===== src/sdf_pkg.sv =====
// ----------------------------------------------------------------------------
// sdf_pkg: shared definitions for the signed decimal formatter
// Field widths, ASCII codes and the records passed between the converter,
// the character emitter and the top level.
// ----------------------------------------------------------------------------
package sdf_pkg;

  // field widths
  localparam int VALUE_W    = 16;
  localparam int CHAR_W     = 6;

  // decimal digits held after conversion (magnitude never exceeds 32768)
  localparam int NUM_DIGITS = 5;
  localparam int DIGIT_W    = 4;
  localparam int BCD_W      = NUM_DIGITS * DIGIT_W;
  localparam int IDX_W      = $clog2(NUM_DIGITS);

  // binary bits folded into the BCD register per cycle
  localparam int STEP_BITS  = 2;
  localparam int NUM_STEPS  = VALUE_W / STEP_BITS;
  localparam int STEP_CNT_W = $clog2(NUM_STEPS);

  // ASCII codes, low six bits
  localparam logic [CHAR_W-1:0] CHAR_ZERO  = 6'd48;
  localparam logic [CHAR_W-1:0] CHAR_MINUS = 6'd45;

  typedef logic [DIGIT_W-1:0] digit_t;
  typedef logic [BCD_W-1:0]   bcd_t;

  // converter result toward the top level
  typedef struct packed {
    logic done;
    bcd_t bcd;
  } bcd_result_t;

  // load command for the character emitter
  typedef struct packed {
    logic load;
    logic neg;
    bcd_t bcd;
  } emit_load_t;

endpackage


===== src/sdf_if.sv =====
// ----------------------------------------------------------------------------
// sdf_value_if / sdf_char_if: valid-ready channels of the formatter
// One beat moves when valid and ready are both high at a rising clock edge.
// ----------------------------------------------------------------------------
interface sdf_value_if import sdf_pkg::*; ();
  logic                      valid;
  logic                      ready;
  logic signed [VALUE_W-1:0] value;

  modport source (output valid, output value, input ready);
  modport sink   (input valid, input value, output ready);
endinterface

interface sdf_char_if import sdf_pkg::*; ();
  logic              valid;
  logic              ready;
  logic [CHAR_W-1:0] character;
  logic              last;

  modport source (output valid, output character, output last, input ready);
  modport sink   (input valid, input character, input last, output ready);
endinterface


===== src/sdf_bcd.sv =====
// ----------------------------------------------------------------------------
// sdf_bcd: serial binary to BCD converter
// Shift-and-add-3 conversion, two magnitude bits per cycle.
// ----------------------------------------------------------------------------
module sdf_bcd import sdf_pkg::*; (
  input  logic               clk,
  input  logic               rst,
  input  logic               start,
  input  logic [VALUE_W-1:0] mag,
  output bcd_result_t        result
);

  logic [VALUE_W-1:0]    mag_sr;
  bcd_t                  bcd;
  logic [STEP_CNT_W-1:0] cnt;
  logic                  busy;
  logic                  done;
  bcd_t                  bcd_next;

  // one dabble step: correct digits of five or more, then shift a bit in
  function automatic bcd_t dabble(input bcd_t b, input logic bit_in);
    bcd_t adj;
    adj = b;
    for (int i = 0; i < NUM_DIGITS; i++) begin
      if (adj[i*DIGIT_W +: DIGIT_W] >= 4'd5) begin
        adj[i*DIGIT_W +: DIGIT_W] = adj[i*DIGIT_W +: DIGIT_W] + 4'd3;
      end
    end
    return {adj[BCD_W-2:0], bit_in};
  endfunction

  // fold the top bits of the shift register in, msb first
  always_comb begin
    bcd_next = bcd;
    for (int s = 0; s < STEP_BITS; s++) begin
      bcd_next = dabble(bcd_next, mag_sr[VALUE_W-1-s]);
    end
  end

  // control
  always_ff @(posedge clk) begin
    if (rst) begin
      busy <= 1'b0;
      done <= 1'b0;
      cnt  <= '0;
    end else begin
      done <= 1'b0;
      if (start) begin
        busy <= 1'b1;
        cnt  <= '0;
      end else if (busy) begin
        cnt <= cnt + 1'b1;
        if (cnt == STEP_CNT_W'(NUM_STEPS - 1)) begin
          busy <= 1'b0;
          done <= 1'b1;
        end
      end
    end
  end

  // datapath
  always_ff @(posedge clk) begin
    if (start) begin
      mag_sr <= mag;
      bcd    <= '0;
    end else if (busy) begin
      mag_sr <= {mag_sr[VALUE_W-1-STEP_BITS:0], {STEP_BITS{1'b0}}};
      bcd    <= bcd_next;
    end
  end

  assign result.done = done;
  assign result.bcd  = bcd;

endmodule


===== src/sdf_emit.sv =====
// ----------------------------------------------------------------------------
// sdf_emit: character emitter
// Holds the sign and the BCD digits and sends one ASCII character per beat,
// a minus sign first for a negative value, then digits from the highest nonzero one down.
// ----------------------------------------------------------------------------
module sdf_emit import sdf_pkg::*; (
  input  logic       clk,
  input  logic       rst,
  input  emit_load_t cmd,
  output logic       finished,
  sdf_char_if.source char_ch
);

  digit_t           digits [NUM_DIGITS];
  logic             neg_pend;
  logic [IDX_W-1:0] idx;
  logic             active;
  logic             beat;
  logic             is_last;

  // index of the highest nonzero digit, zero when all digits are zero
  function automatic logic [IDX_W-1:0] top_index(input bcd_t b);
    logic [IDX_W-1:0] t;
    t = '0;
    for (int i = 1; i < NUM_DIGITS; i++) begin
      if (b[i*DIGIT_W +: DIGIT_W] != '0) t = IDX_W'(i);
    end
    return t;
  endfunction

  assign beat     = char_ch.valid && char_ch.ready;
  assign is_last  = !neg_pend && (idx == '0);
  assign finished = beat && is_last;

  // control
  always_ff @(posedge clk) begin
    if (rst) begin
      active   <= 1'b0;
      neg_pend <= 1'b0;
      idx      <= '0;
    end else if (cmd.load) begin
      active   <= 1'b1;
      neg_pend <= cmd.neg;
      idx      <= top_index(cmd.bcd);
    end else if (beat) begin
      if (neg_pend) begin
        neg_pend <= 1'b0;
      end else if (idx == '0) begin
        active <= 1'b0;
      end else begin
        idx <= idx - 1'b1;
      end
    end
  end

  // digit store
  always_ff @(posedge clk) begin
    if (cmd.load) begin
      for (int i = 0; i < NUM_DIGITS; i++) begin
        digits[i] <= cmd.bcd[i*DIGIT_W +: DIGIT_W];
      end
    end
  end

  // output beat
  assign char_ch.valid     = active;
  assign char_ch.last      = is_last;
  assign char_ch.character = neg_pend ? CHAR_MINUS
                                      : CHAR_ZERO + {{(CHAR_W-DIGIT_W){1'b0}}, digits[idx]};

endmodule


===== src/signed_decimal_formatter_core.sv =====
// ----------------------------------------------------------------------------
// signed_decimal_formatter_core: signed 16-bit integer to decimal ASCII text
// The input beat starts a two-bit-per-cycle BCD conversion; its result then
// loads the emitter, which sends one character per cycle while the output
// is ready. One value is in flight at a time: a new value is taken only
// after the last character of the previous one. Synchronous reset returns
// the block to idle.
// ----------------------------------------------------------------------------
module signed_decimal_formatter_core import sdf_pkg::*; (
  input  logic       clk,
  input  logic       rst,
  sdf_value_if.sink  value_ch,
  sdf_char_if.source char_ch
);

  typedef enum logic [2:0] {
    ST_IDLE = 3'b001,
    ST_CONV = 3'b010,
    ST_EMIT = 3'b100
  } state_t;

  state_t             state;
  state_t             state_next;
  logic               accept;
  logic               neg;
  logic [VALUE_W-1:0] mag;
  logic               finished;
  bcd_result_t        conv;
  emit_load_t         cmd;

  assign value_ch.ready = (state == ST_IDLE);
  assign accept         = value_ch.valid && value_ch.ready;

  // magnitude in 16 unsigned bits; the most negative value maps to 0x8000
  assign mag = value_ch.value[VALUE_W-1] ? (~value_ch.value + 1'b1) : value_ch.value;

  // sign kept for the emitter
  always_ff @(posedge clk) begin
    if (accept) neg <= value_ch.value[VALUE_W-1];
  end

  // sequencer
  always_comb begin
    state_next = state;
    case (state)
      ST_IDLE: if (accept)    state_next = ST_CONV;
      ST_CONV: if (conv.done) state_next = ST_EMIT;
      ST_EMIT: if (finished)  state_next = ST_IDLE;
      default:                state_next = ST_IDLE;
    endcase
  end

  always_ff @(posedge clk) begin
    if (rst) state <= ST_IDLE;
    else     state <= state_next;
  end

  assign cmd.load = conv.done;
  assign cmd.neg  = neg;
  assign cmd.bcd  = conv.bcd;

  sdf_bcd u_bcd (
    .clk    (clk),
    .rst    (rst),
    .start  (accept),
    .mag    (mag),
    .result (conv)
  );

  sdf_emit u_emit (
    .clk      (clk),
    .rst      (rst),
    .cmd      (cmd),
    .finished (finished),
    .char_ch  (char_ch)
  );

endmodule

===== src/flat_wrapper.sv =====
// flat-port wrapper written by rule: the top's interface ports become plain ports
module signed_decimal_formatter_core_flat import sdf_pkg::*;
  (clk, rst, value_ch_valid, value_ch_value, value_ch_ready, char_ch_valid, char_ch_character, char_ch_last, char_ch_ready);
  sdf_value_if value_ch_i ();
  sdf_char_if char_ch_i ();
  input  logic clk;
  input  logic rst;
  input wire logic [$bits(value_ch_i.valid)-1:0] value_ch_valid;
  input wire logic [$bits(value_ch_i.value)-1:0] value_ch_value;
  output wire logic [$bits(value_ch_i.ready)-1:0] value_ch_ready;
  output wire logic [$bits(char_ch_i.valid)-1:0] char_ch_valid;
  output wire logic [$bits(char_ch_i.character)-1:0] char_ch_character;
  output wire logic [$bits(char_ch_i.last)-1:0] char_ch_last;
  input wire logic [$bits(char_ch_i.ready)-1:0] char_ch_ready;
  assign value_ch_i.valid = value_ch_valid;
  assign value_ch_i.value = value_ch_value;
  assign value_ch_ready = value_ch_i.ready;
  assign char_ch_valid = char_ch_i.valid;
  assign char_ch_character = char_ch_i.character;
  assign char_ch_last = char_ch_i.last;
  assign char_ch_i.ready = char_ch_ready;
  signed_decimal_formatter_core u_core (.clk(clk), .rst(rst), .value_ch(value_ch_i), .char_ch(char_ch_i));
endmodule

===== config.mk =====
export PLATFORM = sky130hd
export DESIGN_NAME = signed_decimal_formatter_core_flat
export DESIGN_NICKNAME = d
export VERILOG_FILES = /design/src/sdf_pkg.sv /design/src/sdf_if.sv /design/src/sdf_bcd.sv /design/src/sdf_emit.sv /design/src/signed_decimal_formatter_core.sv /design/src/flat_wrapper.sv
export SDC_FILE = /design/constraint.sdc
export NUM_CORES = 1
export LEC_CHECK = 0
export ABC_AREA = 1
export ABC_CLOCK_PERIOD_IN_PS = 1700
export BUFFER_PORTS_ARGS = -buffer_cell sky130_fd_sc_hd__buf_2
export CAP_MARGIN = 20
export CORE_MARGIN = 1
export CORE_UTILIZATION = 42
export DETAILED_ROUTE_END_ITERATION = 16
export PLACE_DENSITY_LB_ADDON = 0.3
export SYNTH_ARGS = -nofsm -noshare
export SYNTH_HDL_FRONTEND = slang
export SYNTH_SLANG_ARGS = --single-unit

===== constraint.sdc =====
create_clock -name clk -period 1.7 [get_ports clk]
set_input_delay 0.255 -clock clk [delete_from_list [all_inputs] [get_ports clk]]
set_output_delay 0.255 -clock clk [all_outputs]
set_load 0.005 [all_outputs]

==> metrics.txt <==
number of global-route vias before repair=3,314; r2r endpoint=u_core.u_bcd.bcd[17]; pre-CTS setup slack=-0.1405 ns; post-synthesis mux area share=0%; post-synthesis sequential element count=73; main flop type after synthesis=edfxtp_1; post-synth top area share=27.33%; fin crit share=103.5%; VDD IR-drop max=0.0005346 V; PwrDens=1230 nW/um2; status=complete, but fails checks; CTS tree=yes; Final Max Slew Viols=0; worst skew pair latency=0.35 ns; number of flops mapped to enable cells by yosys=37; DIE AREA=10,080 um2; Port Buf Inserts=27; Logic pwr share=40.3%; clock sink count=73; multi-input combinational cell area=2096 um2; synth warn=0; fin area=5075 um2; initial antenna violation count=0; Fin. Hold Viols=0; all-layer global routing usage=18.87%; routability cong.=0.8998; H-tree Lvls=3; f_max=568.4 MHz; Overflow after GRT=0; Clk pwr share=21.6%; asr flop ratio synth=0%; total design power=6.241 mW; fraction of layout cells with a size suffix above 1=27.82%; sequential fraction of the synthesis area=45.06%; Leak Pwr=2.294 nW; Sequential Power Share=38.1%; RR Startpoint=u_core.u_bcd.bcd[17]; nets@finish=618; Worst Path Max Fanout=3; worst r2r path cells=13; clock skew=0.01246 ns; remaining antenna violation count=0; final core utilization=54.41%; dpl cells=691; Switching Fraction=37.82%; die span in y=100.4 um; clk buf depth=2; starting density of the core=43.58%; Critical Path Sink Type=flip-flop; area growth from synthesis to layout=24.84%; Cell Int Power=3.881 mW; post-synthesis xor/xnor area fraction=2.155%; DP Wirelength=6644 um; adder and majority gate portion of the synthesized area=5.232%; Startpoint Class=flip-flop; Core ar.=9328 um2; DR vias=3,616; non-filler instance count after layout=715; syn nets=552; DR DRC count=0; r2r setup slk=-0.06 ns; Detailed Routing Iterations Pass 1=4; critical path type=reg -> reg; total wire length=8977 um; Hold Path Class=in -> reg; Rows=35; Final Critical Period=1.759 ns; antenna cells=0; Worst-path clk slew=0.09 ns; final worst slack=-0.05924 ns; Worst Hold Path EP=u_core.u_emit.neg_pend; Avg Inst Size Synth=7.893 um2; Root Driver=clkbuf_8; num ports=29; WHS=0.1638 ns; Synth Area in Compound Gates=11.79%; CTS buffer count=9; Min-Delay Startpoint=rst; failing checks=negative setup slack; Synth area leader=edfxtp_1; Cell Area, Synth=4065 um2; CP required=2.00 ns; Worst EP arrival=2.06 ns; RSZ-0062 raised after global routing=true; Setup-failing EPs final=3; # fillers=840; count of mapped cells out of synthesis=515; Distinct cells, synth=41; dpl cell area=4568 um2; largest net degree at the start of global routing=21; drt wl/cell=12.56 um; register area=1861 um2; first-pass GRT wire length=14,970 um; NetSw=2.360 mW; Max Cap Viol=0; drt first-iter violations=158; largest family of logic cells by synthesized area=simple AND/OR/NAND/NOR gates; Worst Hold Depth=2; top cells by area, synth=edfxtp_1 27%, dfxtp_1 18%, nand2_1 12%; Simple-Gate Fraction of Synth Area=27.36%; DR vias/cell=5.057; Die W=100.4 um; Fin Setup TNS=-0.06807 ns
-- state kept, by name (all words and copies together) (netlist names), named ones only --
register	flops
u_core.u_emit.char_ch.valid	1
u_core.u_bcd.cnt	3
u_core.u_emit.neg_pend	1
u_core.u_emit.idx	3
u_core.u_bcd.busy	1
u_core.u_emit.digits	20
u_core.u_bcd.done	1
u_core.neg	1
u_core.u_bcd.bcd	20
u_core.u_bcd.mag_sr	16
u_core.state	3
-- worst max-delay path by stage --
stage | endpoint | startpoint | depth (start not counted)
after detailed placement | u_core.u_bcd.bcd[18] | u_core.u_bcd.bcd[17] | 12
after floorplan | u_core.u_bcd.bcd[18] | u_core.u_bcd.bcd[17] | 12
after global routing | u_core.u_bcd.bcd[17] | u_core.u_bcd.bcd[17] | 13
after CTS | u_core.u_bcd.bcd[17] | u_core.u_bcd.bcd[17] | 13
after global placement | u_core.u_bcd.bcd[18] | u_core.u_bcd.bcd[17] | 12
final | u_core.u_bcd.bcd[17] | u_core.u_bcd.bcd[17] | 13
-- placed cells by master (no fill, tap or decap), types with 5 or more instances in the layout --
cell type,n
a21oi_1,28
buf_2,27
buf_4,35
clkbuf_8,9
dfxtp_1,23
dfxtp_2,8
dfxtp_4,5
edfxtp_1,37
ha_1,11
inv_1,61
inv_2,8
nand2_1,118
nand2_2,20
nand3_1,41
nand3_4,5
nand4_1,9
nor2_1,30
nor3_1,5
o211ai_1,5
o21ai_0,15
o21ai_1,9
o21ai_2,5
o22ai_1,8
xnor2_1,5
-- area by class of cell --
class                      instances  area share (%)
tap                              129           3.180
timing repair buffer              67           9.541
clock buffer                       9           2.441
sequential                        73           36.66
multi-input combinational        358           41.30
clock inverter                     7           1.405
inverter                          72           5.473
-- cell usage after synthesis, types with 3 or more instances --
library cell	instances
nand3_2	4
o22ai_1	9
a221o_1	3
o21ai_1	6
o21ai_0	23
buf_4	4
ha_1	17
buf_2	6
nand2_2	6
nand2_1	133
xnor2_1	5
nand4_1	9
inv_1	70
nor3_1	5
edfxtp_1	37
xor2_1	5
nand3_1	44
a21oi_1	31
o211ai_1	5
dfxtp_1	36
nor2_1	33
-- power groups by stage --
stage	sequential, mW	combinational, mW	clock [mW]
after floorplan	2.31	1.50	0
after global routing	2.40	2.84	1.45
after detailed placement	2.37	2.10	0
after global placement	2.36	2.02	0
after CTS	2.34	2.18	1.37
final	2.38	2.52	1.35
-- metal layers --
layer / global-route usage, % / vias up / share of wire [%]
met1: 24.89 / 1684 / 47
li1: - / 1846 / -
met3: 3.969 / 14 / 3.9
met4: 6.243 / 0 / 1.6
met5: 0 / - / 0
met2: 30.87 / 72 / 47
-- cells by family (layout without fill, tap and decap cells) --
| group | after synthesis | in the layout |
|---|---|---|
| other | 1 | 1 |
| buffers and inverters | 84 | 155 |
| adders and majority gates | 17 | 17 |
| and+or+nand+nor | 246 | 246 |
| AOI/OAI and AO/OA | 84 | 84 |
| DFF | 73 | 73 |
| xor gates and xnor gates | 10 | 10 |
-- timing repair --
item / in CTS / in global routing
hold buffers: 0 / 0
resized for setup: 17 / 68
setup endpoints to repair: 9 / 22
hold endpoints to repair: 0 / 0
setup buffers: 3 / 5
gates cloned: 0 / 0
pin swaps: 11 / 24
-- critical path, stage by stage, from the launching register on --
cell     delay, ns
dfxtp_2       0.34
inv_2         0.05
ha_4          0.15
nor2_2        0.08
nand2_1       0.08
nand2_2       0.11
xor2_4        0.22
ha_4          0.17
inv_2         0.04
o21ai_2       0.14
nand2_1       0.09
nand2_1       0.09
nand3_1       0.09
nand2_1       0.06
No activity file was read; power rests on OpenSTA's default activity.
